### config.mk
export PLATFORM = sky130hd
export DESIGN_NAME = json_string_unescaper_core
export DESIGN_NICKNAME = d
export VERILOG_FILES = /design/src/hdl/jsu_pkg.sv /design/src/hdl/jsu_front.sv /design/src/hdl/jsu_queue.sv /design/src/hdl/jsu_back.sv /design/src/hdl/json_string_unescaper_core.sv
export SDC_FILE = /design/constraint.sdc
export NUM_CORES = 1
export LEC_CHECK = 0
export BUFFER_PORTS_ARGS = -buffer_cell sky130_fd_sc_hd__buf_2
export CAP_MARGIN = 25
export CORE_AREA = 2 2 93 95
export CTS_CLUSTER_SIZE = 16
export DETAILED_ROUTE_END_ITERATION = 8
export DIE_AREA = 0 0 95 97
export GPL_TIMING_DRIVEN = 0
export PLACE_DENSITY = 0.79
export SYNTH_ARGS = -nofsm -noshare
export SYNTH_HDL_FRONTEND = slang
export SYNTH_SLANG_ARGS = --single-unit
export TNS_END_PERCENT = 100
### constraint.sdc
create_clock -name clock -period 6.7 [get_ports clock]
set_input_delay 1.34 -clock clock [delete_from_list [all_inputs] [get_ports clock]]
set_output_delay 1.34 -clock clock [all_outputs]
set_load 0.005 [all_outputs]
### src/hdl/jsu_pkg.sv
// Shared types and constants of the JSON string unescaper.
`default_nettype none
package jsu_pkg;

   localparam int unsigned QUEUE_DEPTH = 2;
   localparam int unsigned QUEUE_PTR_W = $clog2(QUEUE_DEPTH);
   localparam int unsigned QUEUE_CNT_W = $clog2(QUEUE_DEPTH + 1);

   localparam logic [7:0] CH_QUOTE     = 8'h22;
   localparam logic [7:0] CH_SOLIDUS   = 8'h2F;
   localparam logic [7:0] CH_BACKSLASH = 8'h5C;
   localparam logic [7:0] CTRL_MAX     = 8'h1F;

   localparam logic [1:0] ST_OK          = 2'd0;
   localparam logic [1:0] ST_BAD_CHAR    = 2'd1;
   localparam logic [1:0] ST_BAD_UNICODE = 2'd2;

   typedef enum logic [2:0] {
      MODE_TEXT = 3'd0,
      MODE_ESC  = 3'd1,
      MODE_HEX1 = 3'd2,
      MODE_HEX2 = 3'd3,
      MODE_HEX3 = 3'd4,
      MODE_HEX4 = 3'd5
   } mode_type;

   typedef struct packed {
      logic [7:0] raw_byte;
      logic       last;
      logic       is_backslash;
      logic       is_forbidden;
      logic       esc_ok;
      logic [7:0] esc_byte;
      logic       is_u;
      logic       hex_ok;
      logic [3:0] hex_digit;
   } item_type;

   typedef struct packed {
      logic       out_valid;
      logic [7:0] out_byte;
      logic [1:0] status;
      logic       out_last;
   } rsp_type;

endpackage
`default_nettype wire

### src/hdl/jsu_front.sv
// Front end: classifies each raw byte for the escape decoder.
`default_nettype none
module jsu_front (
   input  wire logic [7:0]        in_byte,
   input  wire logic              in_last,
   output jsu_pkg::item_type      item
);

   always_comb begin
      item              = '0;
      item.raw_byte     = in_byte;
      item.last         = in_last;
      item.is_backslash = (in_byte == jsu_pkg::CH_BACKSLASH);
      item.is_forbidden = (in_byte == jsu_pkg::CH_QUOTE) || (in_byte <= jsu_pkg::CTRL_MAX);
      item.is_u         = (in_byte == 8'h75);

      unique case (in_byte)
         jsu_pkg::CH_QUOTE, jsu_pkg::CH_BACKSLASH, jsu_pkg::CH_SOLIDUS: begin
            item.esc_ok   = 1'b1;
            item.esc_byte = in_byte;
         end
         8'h62: begin
            item.esc_ok   = 1'b1;
            item.esc_byte = 8'h08;
         end
         8'h66: begin
            item.esc_ok   = 1'b1;
            item.esc_byte = 8'h0C;
         end
         8'h6E: begin
            item.esc_ok   = 1'b1;
            item.esc_byte = 8'h0A;
         end
         8'h72: begin
            item.esc_ok   = 1'b1;
            item.esc_byte = 8'h0D;
         end
         8'h74: begin
            item.esc_ok   = 1'b1;
            item.esc_byte = 8'h09;
         end
         default: begin
            item.esc_ok   = 1'b0;
            item.esc_byte = 8'h00;
         end
      endcase

      if (in_byte >= 8'h30 && in_byte <= 8'h39) begin
         item.hex_ok    = 1'b1;
         item.hex_digit = in_byte[3:0];
      end else if ((in_byte >= 8'h61 && in_byte <= 8'h66) ||
                   (in_byte >= 8'h41 && in_byte <= 8'h46)) begin
         item.hex_ok    = 1'b1;
         item.hex_digit = in_byte[3:0] + 4'd9;
      end else begin
         item.hex_ok    = 1'b0;
         item.hex_digit = 4'd0;
      end
   end

endmodule
`default_nettype wire

### src/hdl/jsu_queue.sv
// Short queue of classified items between the front end and the decoder.
`default_nettype none
module jsu_queue (
   input  wire logic              clock,
   input  wire logic              reset,
   input  wire logic              push,
   input  jsu_pkg::item_type      push_item,
   output logic                   full,
   input  wire logic              pop,
   output jsu_pkg::item_type      pop_item,
   output logic                   empty
);

   jsu_pkg::item_type                     entry_ff [jsu_pkg::QUEUE_DEPTH];
   logic [jsu_pkg::QUEUE_PTR_W-1:0]       wr_ptr_ff, wr_ptr_in;
   logic [jsu_pkg::QUEUE_PTR_W-1:0]       rd_ptr_ff, rd_ptr_in;
   logic [jsu_pkg::QUEUE_CNT_W-1:0]       count_ff, count_in;
   logic                                  wr_en, rd_en;

   assign full     = (count_ff == jsu_pkg::QUEUE_CNT_W'(jsu_pkg::QUEUE_DEPTH));
   assign empty    = (count_ff == '0);
   assign wr_en    = push && !full;
   assign rd_en    = pop && !empty;
   assign pop_item = entry_ff[rd_ptr_ff];

   always_comb begin
      wr_ptr_in = wr_en ? wr_ptr_ff + 1'b1 : wr_ptr_ff;
      rd_ptr_in = rd_en ? rd_ptr_ff + 1'b1 : rd_ptr_ff;
      count_in  = count_ff;
      if (wr_en && !rd_en) begin
         count_in = count_ff + 1'b1;
      end else if (rd_en && !wr_en) begin
         count_in = count_ff - 1'b1;
      end
   end

   always_ff @(posedge clock) begin
      if (reset) begin
         wr_ptr_ff <= '0;
         rd_ptr_ff <= '0;
         count_ff  <= '0;
      end else begin
         wr_ptr_ff <= wr_ptr_in;
         rd_ptr_ff <= rd_ptr_in;
         count_ff  <= count_in;
      end
   end

   always_ff @(posedge clock) begin
      if (wr_en) begin
         entry_ff[wr_ptr_ff] <= push_item;
      end
   end

endmodule
`default_nettype wire

### src/hdl/jsu_back.sv
// Back end: escape state machine and result queue.
`default_nettype none
module jsu_back (
   input  wire logic              clock,
   input  wire logic              reset,
   input  jsu_pkg::item_type      item,
   input  wire logic              item_empty,
   output logic                   item_pop,
   output jsu_pkg::rsp_type       rsp,
   output logic                   rsp_empty,
   input  wire logic              rsp_pop
);

   jsu_pkg::mode_type                  mode_ff, mode_in;
   logic [7:0]                         hex_ff, hex_in;
   logic [1:0]                         err_ff, err_in;
   logic [1:0]                         status;
   logic [7:0]                         hex_shift;
   logic                               fire;
   logic                               dec_valid;
   logic [7:0]                         dec_byte;
   jsu_pkg::rsp_type                   result;

   jsu_pkg::rsp_type                   out_ff [jsu_pkg::QUEUE_DEPTH];
   logic [jsu_pkg::QUEUE_PTR_W-1:0]    owr_ff, owr_in, ord_ff, ord_in;
   logic [jsu_pkg::QUEUE_CNT_W-1:0]    ocnt_ff, ocnt_in;
   logic                               out_full, out_rd;

   assign out_full  = (ocnt_ff == jsu_pkg::QUEUE_CNT_W'(jsu_pkg::QUEUE_DEPTH));
   assign rsp_empty = (ocnt_ff == '0);
   assign out_rd    = rsp_pop && !rsp_empty;
   assign fire      = !item_empty && !out_full;
   assign item_pop  = fire;
   assign hex_shift = {hex_ff[3:0], item.hex_digit};
   assign rsp       = out_ff[ord_ff];

   // Next mode, partial hex value and sticky status after the current byte.
   always_comb begin
      mode_in = mode_ff;
      hex_in  = hex_ff;
      status  = err_ff;
      unique case (mode_ff)
         jsu_pkg::MODE_TEXT: begin
            if (item.is_backslash) begin
               if (item.last) begin
                  if (err_ff == jsu_pkg::ST_OK) status = jsu_pkg::ST_BAD_CHAR;
               end else begin
                  mode_in = jsu_pkg::MODE_ESC;
               end
            end else if (item.is_forbidden) begin
               if (err_ff == jsu_pkg::ST_OK) status = jsu_pkg::ST_BAD_CHAR;
            end
         end
         jsu_pkg::MODE_ESC: begin
            mode_in = jsu_pkg::MODE_TEXT;
            if (item.esc_ok) begin
               mode_in = jsu_pkg::MODE_TEXT;
            end else if (item.is_u) begin
               if (item.last) begin
                  if (err_ff == jsu_pkg::ST_OK) status = jsu_pkg::ST_BAD_UNICODE;
               end else begin
                  mode_in = jsu_pkg::MODE_HEX1;
                  hex_in  = 8'h00;
               end
            end else begin
               if (err_ff == jsu_pkg::ST_OK) status = jsu_pkg::ST_BAD_CHAR;
            end
         end
         jsu_pkg::MODE_HEX1, jsu_pkg::MODE_HEX2, jsu_pkg::MODE_HEX3,
         jsu_pkg::MODE_HEX4: begin
            if (!item.hex_ok) begin
               if (err_ff == jsu_pkg::ST_OK) status = jsu_pkg::ST_BAD_UNICODE;
               mode_in = jsu_pkg::MODE_TEXT;
               hex_in  = 8'h00;
            end else if (mode_ff == jsu_pkg::MODE_HEX4) begin
               mode_in = jsu_pkg::MODE_TEXT;
               hex_in  = 8'h00;
            end else begin
               hex_in = hex_shift;
               if (item.last) begin
                  if (err_ff == jsu_pkg::ST_OK) status = jsu_pkg::ST_BAD_UNICODE;
               end else begin
                  unique case (mode_ff)
                     jsu_pkg::MODE_HEX1: mode_in = jsu_pkg::MODE_HEX2;
                     jsu_pkg::MODE_HEX2: mode_in = jsu_pkg::MODE_HEX3;
                     default:            mode_in = jsu_pkg::MODE_HEX4;
                  endcase
               end
            end
         end
         default: begin
            mode_in = jsu_pkg::MODE_TEXT;
            hex_in  = 8'h00;
         end
      endcase
      err_in = status;
      if (item.last) begin
         mode_in = jsu_pkg::MODE_TEXT;
         hex_in  = 8'h00;
         err_in  = jsu_pkg::ST_OK;
      end
   end

   // Decoded byte for the current input byte.
   always_comb begin
      dec_valid = 1'b0;
      dec_byte  = 8'h00;
      unique case (mode_ff)
         jsu_pkg::MODE_TEXT: begin
            if (!item.is_backslash && !item.is_forbidden) begin
               dec_valid = 1'b1;
               dec_byte  = item.raw_byte;
            end
         end
         jsu_pkg::MODE_ESC: begin
            if (item.esc_ok) begin
               dec_valid = 1'b1;
               dec_byte  = item.esc_byte;
            end
         end
         jsu_pkg::MODE_HEX4: begin
            if (item.hex_ok) begin
               dec_valid = 1'b1;
               dec_byte  = hex_shift;
            end
         end
         default: begin
            dec_valid = 1'b0;
            dec_byte  = 8'h00;
         end
      endcase
      result.out_valid = dec_valid;
      result.out_byte  = dec_byte;
      result.status    = status;
      result.out_last  = item.last;
   end

   always_comb begin
      owr_in  = fire ? owr_ff + 1'b1 : owr_ff;
      ord_in  = out_rd ? ord_ff + 1'b1 : ord_ff;
      ocnt_in = ocnt_ff;
      if (fire && !out_rd) begin
         ocnt_in = ocnt_ff + 1'b1;
      end else if (out_rd && !fire) begin
         ocnt_in = ocnt_ff - 1'b1;
      end
   end

   always_ff @(posedge clock) begin
      if (reset) begin
         mode_ff <= jsu_pkg::MODE_TEXT;
         hex_ff  <= 8'h00;
         err_ff  <= jsu_pkg::ST_OK;
         owr_ff  <= '0;
         ord_ff  <= '0;
         ocnt_ff <= '0;
      end else begin
         if (fire) begin
            mode_ff <= mode_in;
            hex_ff  <= hex_in;
            err_ff  <= err_in;
         end
         owr_ff  <= owr_in;
         ord_ff  <= ord_in;
         ocnt_ff <= ocnt_in;
      end
   end

   always_ff @(posedge clock) begin
      if (fire) begin
         out_ff[owr_ff] <= result;
      end
   end

endmodule
`default_nettype wire

### src/hdl/json_string_unescaper_core.sv
// Top level of the JSON string unescaper.
// The block takes the bytes of a JSON string body, one per transfer, and
// returns exactly one result per byte in the same order: a decoded byte with
// its valid flag, the sticky error status and a copy of the last flag. It
// sustains one byte per clock cycle when neither side stalls. A byte is
// classified as it enters a two-entry queue, and the escape state machine
// decodes the oldest queued byte in the same cycle into a two-entry result
// queue. A result passes the input queue and then the result queue on its
// way out. Both queues let the input and result sides stall independently.
`default_nettype none
module json_string_unescaper_core (
   input  wire logic       clock,
   input  wire logic       reset,
   input  wire logic       push,
   output logic            full,
   input  wire logic [7:0] req_in_byte,
   input  wire logic       req_in_last,
   output logic            empty,
   input  wire logic       pop,
   output logic            rsp_out_valid,
   output logic [7:0]      rsp_out_byte,
   output logic [1:0]      rsp_status,
   output logic            rsp_out_last
);

   jsu_pkg::item_type  front_item;
   jsu_pkg::item_type  queue_item;
   jsu_pkg::rsp_type   rsp;
   logic               queue_empty;
   logic               queue_pop;

   jsu_front u_front (
      .in_byte (req_in_byte),
      .in_last (req_in_last),
      .item    (front_item)
   );

   jsu_queue u_queue (
      .clock     (clock),
      .reset     (reset),
      .push      (push),
      .push_item (front_item),
      .full      (full),
      .pop       (queue_pop),
      .pop_item  (queue_item),
      .empty     (queue_empty)
   );

   jsu_back u_back (
      .clock      (clock),
      .reset      (reset),
      .item       (queue_item),
      .item_empty (queue_empty),
      .item_pop   (queue_pop),
      .rsp        (rsp),
      .rsp_empty  (empty),
      .rsp_pop    (pop)
   );

   assign rsp_out_valid = rsp.out_valid;
   assign rsp_out_byte  = rsp.out_byte;
   assign rsp_status    = rsp.status;
   assign rsp_out_last  = rsp.out_last;

endmodule
`default_nettype wire
# Word-level counts from Yosys, hierarchy flattened
# Memory sizes are Yosys's and may differ from the RTL's. A register that Yosys moved wholly into a read port is not among the register bits.
# Index checks and enable logic that the tools add are counted.
op_classes:
  mux: 49
  order_cmp: 7
  n_eq_ne: 20
  add_sub_neg: 9
  reduce_logical: 34
ops:
  columns: ["operator", "count"]
  rows:
  - ["$eq 8x7->1 const B", 7]
  - ["$pmux 9 s6", 1]
  - ["$mux 2", 16]
  - ["$mux 8", 3]
  - ["$pmux 8 s3", 1]
  - ["$mux 4", 5]
  - ["$eq 8x6->1 const B", 2]
  - ["$ge 8x7->1 const B", 2]
  - ["$le 8x7->1 const B", 2]
  - ["$mux 3", 5]
  - ["$logic_and 1x1->1", 12]
  - ["$pmux 4 s3", 1]
  - ["$mux 1", 11]
  - ["$logic_not 1->1", 10]
  - ["$mux 5", 2]
  - ["$pmux 3 s3", 1]
  - ["$ge 8x6->1 const B", 1]
  - ["$le 8x5->1 const B", 1]
  - ["$le 8x6->1 const B", 1]
  - ["$eq 3x2->1 const B", 2]
  - ["$eq 3x3->1 const B", 2]
  - ["$logic_not 2->1", 3]
  - ["$ne 3x3->1 const B", 2]
  - ["$pmux 2 s3", 1]
  - ["other kinds (17)", 25]
word_totals:
  mem_bits_rw: 76
  wordCells: 130
  mem_count: 2
  output_inout_bits: 14
  reg_bits: 17
  in_bits: 13
mem_list:
  columns: ["name", "words", "word_bits", "read_ports", "rd_clocked_by_memory_dff", "write_ports", "line", "text"]
  rows:
  - ["u_queue.entry_ff", 2, 26, 1, 1, 1, "jsu_queue.sv:14", "jsu_pkg::item_type entry_ff [jsu_pkg::QUEUE_DEPTH];"]
  - ["u_back.out_ff", 2, 12, 1, 1, 1, "jsu_back.sv:24", "jsu_pkg::rsp_type out_ff [jsu_pkg::QUEUE_DEPTH];"]

# Longest topological paths before layout
# Gate-level depths: netlist (run 1).
logic_depth:
  ltp_word: 7
  mapped_depth: 8
  depth_no_buf: 7

# Hierarchy
# From an unflattened synthesis (run 1), not the netlist that was laid out.
hier_totals:
  cells_unflattened: 330
  hier_area_um2: 4449.3
modules_own_cells:
  columns: ["mod", "seq_area_each_um2", "area_per_inst_um2", "n_inst", "cells_per_inst"]
  rows:
  - ["jsu_queue", 1661.6, 2087.0, 1, 106]
  - ["jsu_back", 1001.0, 1894.3, 1, 160]
  - ["jsu_front", 0.0, 467.9, 1, 64]

# Least setup slack after synthesis (run 1)
# Ideal clock, no wire load.
synth_path:
  kind: "input-to-reg"
  start: "in push"
  end: "mem u_queue.entry_ff[0][0] (netlist name) (enable)"
  path_stages: 2
  n_path_buf: 0
  required_ns: 6.291
  slack_ns: 3.758
  setup_time_ns: 0.409
  arrival_time_ns: 2.533
  path_cell_list: "nand2_1 -> nor2_1"
synth_between:
  elab_chain_len: 3
synth_rtl:
  columns: ["item", "line", "text"]
  rows:
  - ["start: declaration", "json_string_unescaper_core.sv:14", "input wire logic push,"]
  - ["$logic_and 1x1->1", "jsu_queue.sv:22", "assign wr_en = push && !full;"]
  - ["$mux 1", "jsu_queue.sv:50", "if (wr_en) begin"]
  - ["$mux 1 (implied by the code)", "jsu_queue.sv:51", "entry_ff[wr_ptr_ff] <= push_item;"]
  - ["end: declaration", "jsu_queue.sv:14", null]
# Every way passes these cells.

==> impl_metrics.yaml, run 1 <==
outcome:
  status: "finished clean"
timing:
  relSlewSlack: 0.396
  skew_ns: 0.0114
  fin_crit_ns: 3.03
  setup_viol: 0
  rsz0062_at_grt: "false"
  report.final.slew_viol_count: 0
  fin_setup_tns_ns: 0
  finalHoldViolations: 0
  tightest_slew_ns: 0.903
  max_freq_mhz: 331
  whs_ns: 0.481
  fin_crit_sh: 0.452
detailed_routing:
  drtIter0Drc: 195
  finalWirelength_mm: 7.94
  drc_errors: 0
  via_per_inst: 5.77
  first_pass_iters: 5
  vias: 2765
  wl_per_cell_um: 16.6
  ant_nets: 0
logic_synthesis:
  ys_seq_elements: 95
  yosysSeqAreaShare: 0.610
  avgSynthCellArea_um2: 13.3
  synth_area_um2: 4370
  synth_cells: 329
  async_reset_ff_frac: 0
  synth_edf_count: 76
  ys_warn_count: 0
  synthFlopType: "edfxtp_1"
  synth_cell_types: 63
power:
  ir_drop_mv: 0.137
  clkPwrFrac: 0.201
  comb_power_share: 0.310
  total_power_uw: 1740
  power_leakage_uw: 0.00176
  p_switching_uw: 550
  seqPwrFrac: 0.489
  p_int_uw: 1190
  p_sw_frac: 0.316
  power.density_nw_per_um2: 357
setup_path:
  worstPathArrival_ns: 1.69
  critical_path_class: "flip-flop to output port"
  critPathCaptureType: "output port"
  critPathRequiredTime_ns: 5.36
  ff2ff_path_depth: 4
  critPathLaunchType: "flip-flop"
  crit_fanout: 10
global_route:
  grt_overflow_total: 0
  grt_pass1_vias: 2648
  antenna_found_initial: 0
  grt_max_degree: 20
  track_usage: 0.181
  grt_pass1_wl_mm: 12.8
die:
  die_h_um: 97
  core_area_um2: 8130
  std_cell_rows: 33
  ios: 27
  die_w_um: 95
  start_util: 0.537
  die_area_um2: 9220
final_layout:
  multi_input_area_um2: 1550
  layout_commonest_cell: "edfxtp_1"
  seq_area_um2: 2660
  fin_util: 0.600
  antennaDiodeCount: 0
  final_cell_area_um2: 4880
  final_nets: 388
  area_delta_synth_final_pct: 11.7
  num-fill-cells: 630
  drive_gt1_frac: 0.219
  final_cell_mix: "edfxtp_1, buf_2, nand2_1, mux2i_1, dfxtp_1"
clock_tree:
  cts_resized: 0
  cts_hold_buf: 0
  root_buffer: "clkbuf_8"
  cts_tree: "built"
  cts_buffer_depth: 2
  cts_made_buffers: 9
  clkTransAtPathRegs_ns: 0.10
  htreeDepth: 3
  cts.sinks: 95
  post-cts-setup-buffers: 0
  clock_latency_ns: 0.35
min_path:
  hp-class: "flip-flop to flip-flop"
  hold_depth: 1
job:
  drv_cap: 0
place:
  gp_congestion: 0.918
  io_buffers: 26
  hpwlAfterDp_mm: 5.60
  post_dp_cell_area_um2: 4690
==> registers in the layout, summed over array words and instances, names as in the netlist, named ones only <==
name and flops:
u_back.err_ff 2, u_back.hex_ff 4, u_back.mode_ff 3, u_back.ocnt_ff 2
u_back.ord_ff 1, u_back.out_ff 24, u_back.owr_ff 1, u_queue.count_ff 2
u_queue.entry_ff 52, u_queue.rd_ptr_ff 1, u_queue.wr_ptr_ff 1
==> worst max-delay path, stage by stage, from the launching register on <==
cell and delay [ns]:
dfxtp_1 0.39, buf_1 0.42, mux2_2 0.40, buf_2 0.12
==> cell usage after synthesis, drive strengths merged (2+ instances only) <==
library cell	instances	area, um^2
mux2i	22	233
xnor2	2	17.5
o21bai	2	15.0
nor2	19	71.3
and3b	2	17.5
mux2	14	158
ha	6	75.1
a211oi	2	15.0
a211o	2	17.5
nand2b	10	62.6
a21oi	9	48.8
and3	3	18.8
edfxtp	76	2280
o32ai	3	41.3
o21ai	10	50.0
nand4bb	2	22.5
o221ai	9	78.8
inv	12	45.0
a31oi	2	12.5
o22ai	2	12.5
xor2	6	52.6
buf	14	98.8
o41ai	3	41.3
nand2	21	78.8
a21o	2	15.0
dfxtp	19	380
nand4b	3	26.3
nand4	5	37.5
nor4	3	18.8
or3b	2	20.0
o2bb2ai	6	52.6
nand3b	2	15.0
nand3	4	20.0
nor2b	4	25.0
o31a	2	17.5
nor3	5	25.0
or3	3	18.8
==> layout make-up <==
cell class / instances / share of cell area
buffer: 15 / 0.0210
clock buffer: 9 / 0.0254
clock inverter: 7 / 0.0133
inverter: 13 / 0.0126
multi-input combinational: 207 / 0.317
sequential: 95 / 0.546
tap: 105 / 0.0269
timing repair buffer: 28 / 0.0379
==> per-layer routing <==
layer,track usage,vias to the layer above,share of wire
met5,0,-,0
met4,0.0747,0,0.017
met3,0.0343,10,0.045
met2,0.295,80,0.50
met1,0.235,1338,0.44
li1,-,1337,-
==> metrics by stage <==
step,instances,setup WS (ns)
2_1_floorplan,330,3.76
3_3_place_gp,461,3.17
3_5_place_dp,463,3.65
4_1_cts,479,3.59
5_1_grt,479,3.54
6_report,479,3.67
==> worst paths after layout <==
path	end	slack [ns]	startpoint
worst max-delay path	rsp_out_byte[0]	3.67	flip-flop
worst min-delay path	u_back.hex_ff[0]$_SDFFE_PP0P_	0.48	u_back.hex_ff[0]$_SDFFE_PP0P_
worst max register to register	u_back.out_ff[0][3]$_DFFE_PP_	4.75	u_back.ocnt_ff[0]$_SDFFE_PP0P_
worst min register to register	u_back.hex_ff[0]$_SDFFE_PP0P_	0.48	u_back.hex_ff[0]$_SDFFE_PP0P_
==> power groups by stage <==
stage	Clock, uW	Sequential (uW)	Combinational, uW
global route	378	863	597
CTS	357	853	542
global placement	0	859	505
detailed placement	0	866	537
finish	350	851	540
floorplan	0	850	382
==> cell families (layout without fill, tap and decap cells) <==
family / count (synthesis) / count (layout) / synth area share
AND/OR/NAND/NOR: 92 / 92 / 0.116
flip-flops: 95 / 95 / 0.610
buffers and inverters: 28 / 72 / 0.0375
AO/OA/AOI/OAI: 62 / 62 / 0.111
XOR/XNOR: 8 / 8 / 0.0160
other: 1 / 2 / 0.000859
adder cells (fa/ha/maj): 7 / 7 / 0.0195
multiplexers: 36 / 36 / 0.0894
Note: power is estimated with default switching activity, not from simulation.
==> run 2, diff against run 1 <==
ABC_AREA = 1   (was unset)
clock period = 2.8 ns   (was 6.7 ns; I/O delays follow)
==> run 2 against run 1 <==
Against the previous run: global-route usage grew 0.41 points; via count increased by 6.5%; flip-flop and latch count unchanged; register-to-register slack worse by 3.8 ns; routed wire length up 1.2%; critical path depth unchanged; clock power increased to 2.8 times the previous value; combinational power grew to 3.2 times the previous value; non-clock buffer count shrank 5; clock skew is essentially flat.
==> impl_metrics.yaml, run 2 <==
timing:
  tightest_slew_ns: 0.976
  timing.final.ws_setup_ns: 0.730
  max_freq_mhz: 483
  skew_ns: 0.0118
  setup_viol: 0
  fin_setup_tns_ns: 0
  fin_crit_sh: 0.739
  relSlewSlack: 0.347
  rsz0062_at_grt: "false"
  report.final.slew_viol_count: 0
  fin_crit_ns: 2.07
  finalHoldViolations: 0
detailed_routing:
  via_per_inst: 5.37
  ant_nets: 0
  first_pass_iters: 5
  finalWirelength_mm: 8.04
  wl_per_cell_um: 14.6
  vias: 2946
  drc_errors: 0
  drtIter0Drc: 152
clock_tree:
  root_buffer: "clkbuf_8"
  clock_latency_ns: 0.36
  cts_made_buffers: 9
  cts_hold_buf: 0
  cts_resized: 0
  post-cts-setup-buffers: 0
  cts_tree: "built"
  cts.sinks: 95
  htreeDepth: 3
  clkTransAtPathRegs_ns: 0.09
  cts_buffer_depth: 2
die:
  die_h_um: 97
  ios: 27
  die_area_um2: 9220
  core_area_um2: 8130
  start_util: 0.538
  die_w_um: 95
  std_cell_rows: 33
logic_synthesis:
  synth_area_um2: 4380
  synth_cells: 398
  async_reset_ff_frac: 0
  synth_edf_count: 76
  synth_cell_types: 41
  yosysSeqAreaShare: 0.609
  synthTopCellsByArea: "edfxtp_1, dfxtp_1, nand2_1, mux2i_1, nor2_1"
  yosysMostFrequentCell: "edfxtp_1"
  ys_seq_elements: 95
  yosysTopAreaCell: "edfxtp_1"
  yosys.area.top_type_share: 0.522
  avgSynthCellArea_um2: 11.0
  ys_warn_count: 0
  synthFlopType: "edfxtp_1"
  synthTopCellsByCount: "edfxtp_1, nand2_1, nor2_1"
global_route:
  grt_overflow_total: 0
  antenna_found_initial: 0
  grt_pass1_vias: 2785
  grt_max_degree: 20
  track_usage: 0.185
  grt_pass1_wl_mm: 13.0
outcome:
  status: "finished clean"
setup_path:
  critPathRequiredTime_ns: 2.24
  worstPathArrival_ns: 1.51
  crit_fanout: 10
  ff2ff_path_depth: 8
  critPathCaptureType: "output port"
  critical_path_class: "flip-flop to output port"
  regToRegStartpoint: "u_back.ocnt_ff[1]$_SDFFE_PP0P_"
  critPathLaunchType: "flip-flop"
final_layout:
  seq_area_um2: 2660
  fin_util: 0.606
  top_regs: "u_queue.entry_ff x52, u_back.out_ff x24, u_back.hex_ff x4"
  top_register: "u_queue.entry_ff"
  multi_input_area_um2: 1520
  drive_gt1_frac: 0.227
  final_cell_mix: "edfxtp_1, nand2_1, nor2_1, buf_2, inv_1"
  layout_commonest_cell: "edfxtp_1"
  num-fill-cells: 646
  area_delta_synth_final_pct: 12.6
  antennaDiodeCount: 0
  final_nets: 458
  largest_reg_flops: 52
power:
  power_leakage_uw: 0.00195
  seqPwrFrac: 0.439
  clkPwrFrac: 0.200
  p_sw_frac: 0.352
  p_switching_uw: 1710
  comb_power_share: 0.361
  total_power_uw: 4860
  power.density_nw_per_um2: 986
  ir_drop_mv: 0.313
  p_int_uw: 3150
job:
  drv_cap: 0
min_path:
  worstHoldStart: "req_in_last"
  hp-class: "input pin to flip-flop"
  hold_depth: 1
place:
  io_buffers: 26
  hpwlAfterDp_mm: 5.76
  dpl_worst_slack_ns: 0.630
  gp_congestion: 0.887
## run 2: power groups by stage
stage | Clock, uW | Combinational (uW) | Sequential [uW]
floorplan | 0 | 1260 | 2120
global placement | 0 | 1640 | 2140
detailed placement | 0 | 1730 | 2160
CTS | 990 | 1740 | 2130
global route | 1050 | 1960 | 2160
finish | 974 | 1750 | 2130
## run 2: area by class of cell
class / instances / area share
inverter: 36 / 0.0279
buffer: 9 / 0.0132
multi-input combinational: 259 / 0.308
clock inverter: 7 / 0.0193
tap: 105 / 0.0267
clock buffer: 9 / 0.0251
timing repair buffer: 29 / 0.0391
sequential: 95 / 0.540
## run 2: final timing paths
path | endpoint | slack (ns)
max | rsp_out_valid | 0.73
min | u_queue.entry_ff[0][17]$_DFFE_PP_ | 0.39
max reg2reg | u_back.ocnt_ff[1]$_SDFFE_PP0P_ | 1.00
min reg2reg | u_queue.rd_ptr_ff$_SDFFE_PP0P_ | 0.47
## run 2: layer usage
layer  track usage  vias to the layer above  routed length, um
met5             0                        -                  0
met4        0.0803                        0                 63
met3        0.0335                        4                344
met2         0.296                       80               3950
met1         0.245                     1389               3680
li1              -                     1473                  -
## run 2: stage by stage
stage                     hold slack, ns  cell area [um^2]  std cells
after CTS                          0.377              4920        548
after detailed placement           0.449              4700        532
after floorplan                    0.425              4380        399
after global placement             0.434              4640        530
final                              0.392              4930        549
after global routing               0.389              4930        549
## run 2: kinds of logic (layout without fill, tap and decap cells)
kind of cell             Yosys count  count (layout)  share of synthesized area
AND/OR/NAND/NOR                  154             154                      0.167
flip-flops                        95              95                      0.609
AO/OA/AOI/OAI                     69              69                     0.0932
buffers and inverters             45              90                     0.0463
multiplexers                      26              26                     0.0629
adder cells (fa/ha/maj)            6               6                     0.0172
XOR/XNOR                           2               2                    0.00400
other                              1               2                   0.000857
## run 2: critical path: stages (launching register included)
cell	delay, ns
dfxtp_1	0.39
buf_2	0.27
mux2_2	0.37
buf_2	0.13
==> run 3, diff against run 2 <==
clock period = 1.95 ns   (was 2.8 ns; I/O delays follow)
==> run 3 against run 2 <==
Against the previous run: routed wire length shrank 0.61%; utilization shrank 0.32 points; flip-flop and latch count is the same; non-clock buffer count is the same; combinational power grew 44%; die area is the same; clock-buffer cell count grew 1; sequential power grew 44%; critical path type unchanged; critical path depth is the same.
==> impl_metrics.yaml, run 3 (synthesis gave the netlist of run 2 again) <==
outcome:
  status: "finished clean"
detailed_routing:
  drtIter0Drc: 226
  wl_per_cell_um: 14.6
  drc_errors: 0
  first_pass_iters: 5
  ant_nets: 0
  finalWirelength_mm: 7.99
  vias: 2954
  via_per_inst: 5.38
global_route:
  grt_pass1_wl_mm: 13.2
  grt_pass1_vias: 2823
  grt_max_degree: 19
  top_usage_layer: "met2"
  grt_use_met2: 0.307
  track_usage: 0.187
  grt_use_met3: 0.0319
  grt_overflow_total: 0
  met1_usage: 0.244
  antenna_found_initial: 0
final_layout:
  top_regs: "u_queue.entry_ff x52, u_back.out_ff x24, u_back.hex_ff x4"
  final_cell_area_um2: 4900
  top_register: "u_queue.entry_ff"
  antennaDiodeCount: 0
  layout_commonest_cell: "edfxtp_1"
  final_cell_mix: "edfxtp_1, nand2_1, nor2_1, buf_2, inv_1"
  largest_reg_flops: 52
  area_delta_synth_final_pct: 12.0
  drive_gt1_frac: 0.227
  final_nets: 458
power:
  ir_drop_mv: 0.525
  clkPwrFrac: 0.175
  total_power_uw: 6770
  p_sw_frac: 0.362
  p_int_uw: 4320
  power.density_nw_per_um2: 1380
  p_switching_uw: 2450
  comb_power_share: 0.372
  power_leakage_uw: 0.00195
  seqPwrFrac: 0.453
setup_path:
  critical_path_class: "flip-flop to output port"
  crit_end: "rsp_out_byte[3]"
  critPathRequiredTime_ns: 1.56
  r2r_slack_ns: 0.21
  regToRegStartpoint: "u_back.ocnt_ff[1]$_SDFFE_PP0P_"
  ff2ff_path_depth: 8
  critPathCaptureType: "output port"
  crit_fanout: 10
  critPathLaunchType: "flip-flop"
  worstPathArrival_ns: 1.47
  r2r-end: "u_back.ocnt_ff[1]$_SDFFE_PP0P_"
place:
  hpwlAfterDp_mm: 5.93
  post_dp_cell_area_um2: 4700
  io_buffers: 26
  gp_congestion: 0.894
clock_tree:
  cts_buffer_depth: 2
  cts_hold_buf: 0
  clock_latency_ns: 0.36
  cts_made_buffers: 9
  clkTransAtPathRegs_ns: 0.09
  root_buffer: "clkbuf_8"
  cts_tree: "built"
  htreeDepth: 3
  cts.sinks: 95
die:
  die_w_um: 95
  core_area_um2: 8130
  std_cell_rows: 33
  ios: 27
  start_util: 0.538
  die_area_um2: 9220
  die_h_um: 97
timing:
  tightest_slew_ns: 0.941
  relSlewSlack: 0.371
  setup_viol: 0
  skew_ns: 0.0117
  fin_crit_sh: 0.956
  finalHoldViolations: 0
  report.final.slew_viol_count: 0
  fin_crit_ns: 1.86
  rsz0062_at_grt: "false"
  max_freq_mhz: 537
job:
  drv_cap: 0
min_path:
  hp-class: "input pin to flip-flop"
-- run 3: power by group through the flow --
stage	clock, uW	sequential [uW]	combinational (uW)
final	1180	3060	2520
after global routing	1290	3110	2840
after CTS	1200	3060	2490
after detailed placement	0	3100	2480
after global placement	0	3070	2350
after floorplan	0	3040	1820
-- run 3: metal layers --
layer	up-vias	wire length [um]
li1	1477	-
met1	1366	3420
met3	14	412
met4	0	151
met5	-	0
met2	97	4000
-- run 3: stage by stage --
step | worst slack, ns | utilization | std cells | hold slack [ns] | setup TNS [ns]
after floorplan | 0.275 | - | 399 | 0.425 | 0
after detailed placement | -0.0675 | 0.578 | 532 | 0.447 | -0.187
after CTS | 0.0146 | 0.600 | 548 | 0.210 | 0
after global placement | -0.168 | 0.571 | 530 | 0.434 | -8.29
final | 0.0866 | 0.603 | 549 | 0.226 | 0
after global routing | 0.00160 | 0.603 | 549 | 0.218 | 0
-- run 3: how the worst min path moves through the flow --
stage	from	end	slack, ns	depth (start not counted)
floorplan	u_queue.rd_ptr_ff$_SDFFE_PP0P_	flip-flop	0.43	1
global placement	u_queue.rd_ptr_ff$_SDFFE_PP0P_	u_queue.rd_ptr_ff$_SDFFE_PP0P_	0.43	1
detailed placement	u_queue.rd_ptr_ff$_SDFFE_PP0P_	u_queue.rd_ptr_ff$_SDFFE_PP0P_	0.45	1
CTS	req_in_last	u_queue.entry_ff[1][17]$_DFFE_PP_	0.21	1
global route	reset	u_back.err_ff[0]$_SDFFE_PP0P_	0.22	2
finish	req_in_last	u_queue.entry_ff[1][17]$_DFFE_PP_	0.23	1
-- run 3: repair_timing --
item | 4_1_cts | 5_1_grt
buffers inserted | 0 | 0
hold endpoints to repair | 0 | 0
gates resized for setup | 0 | 4
setup endpoints to repair | 0 | 12
-- run 3: cell type report --
class                      instances  area, um^2
fill                             640        3230
timing repair buffer              29         193
sequential                        95        2660
buffer                             9        67.6
tap                              105         131
clock buffer                      10         138
clock inverter                     6        45.0
inverter                          36         138
multi-input combinational        259        1530
-- run 3: critical path, cell delays in order, from the launching register on --
cell	delay [ns]
dfxtp_1	0.39
clkbuf_4	0.24
mux2_2	0.35
buf_2	0.13
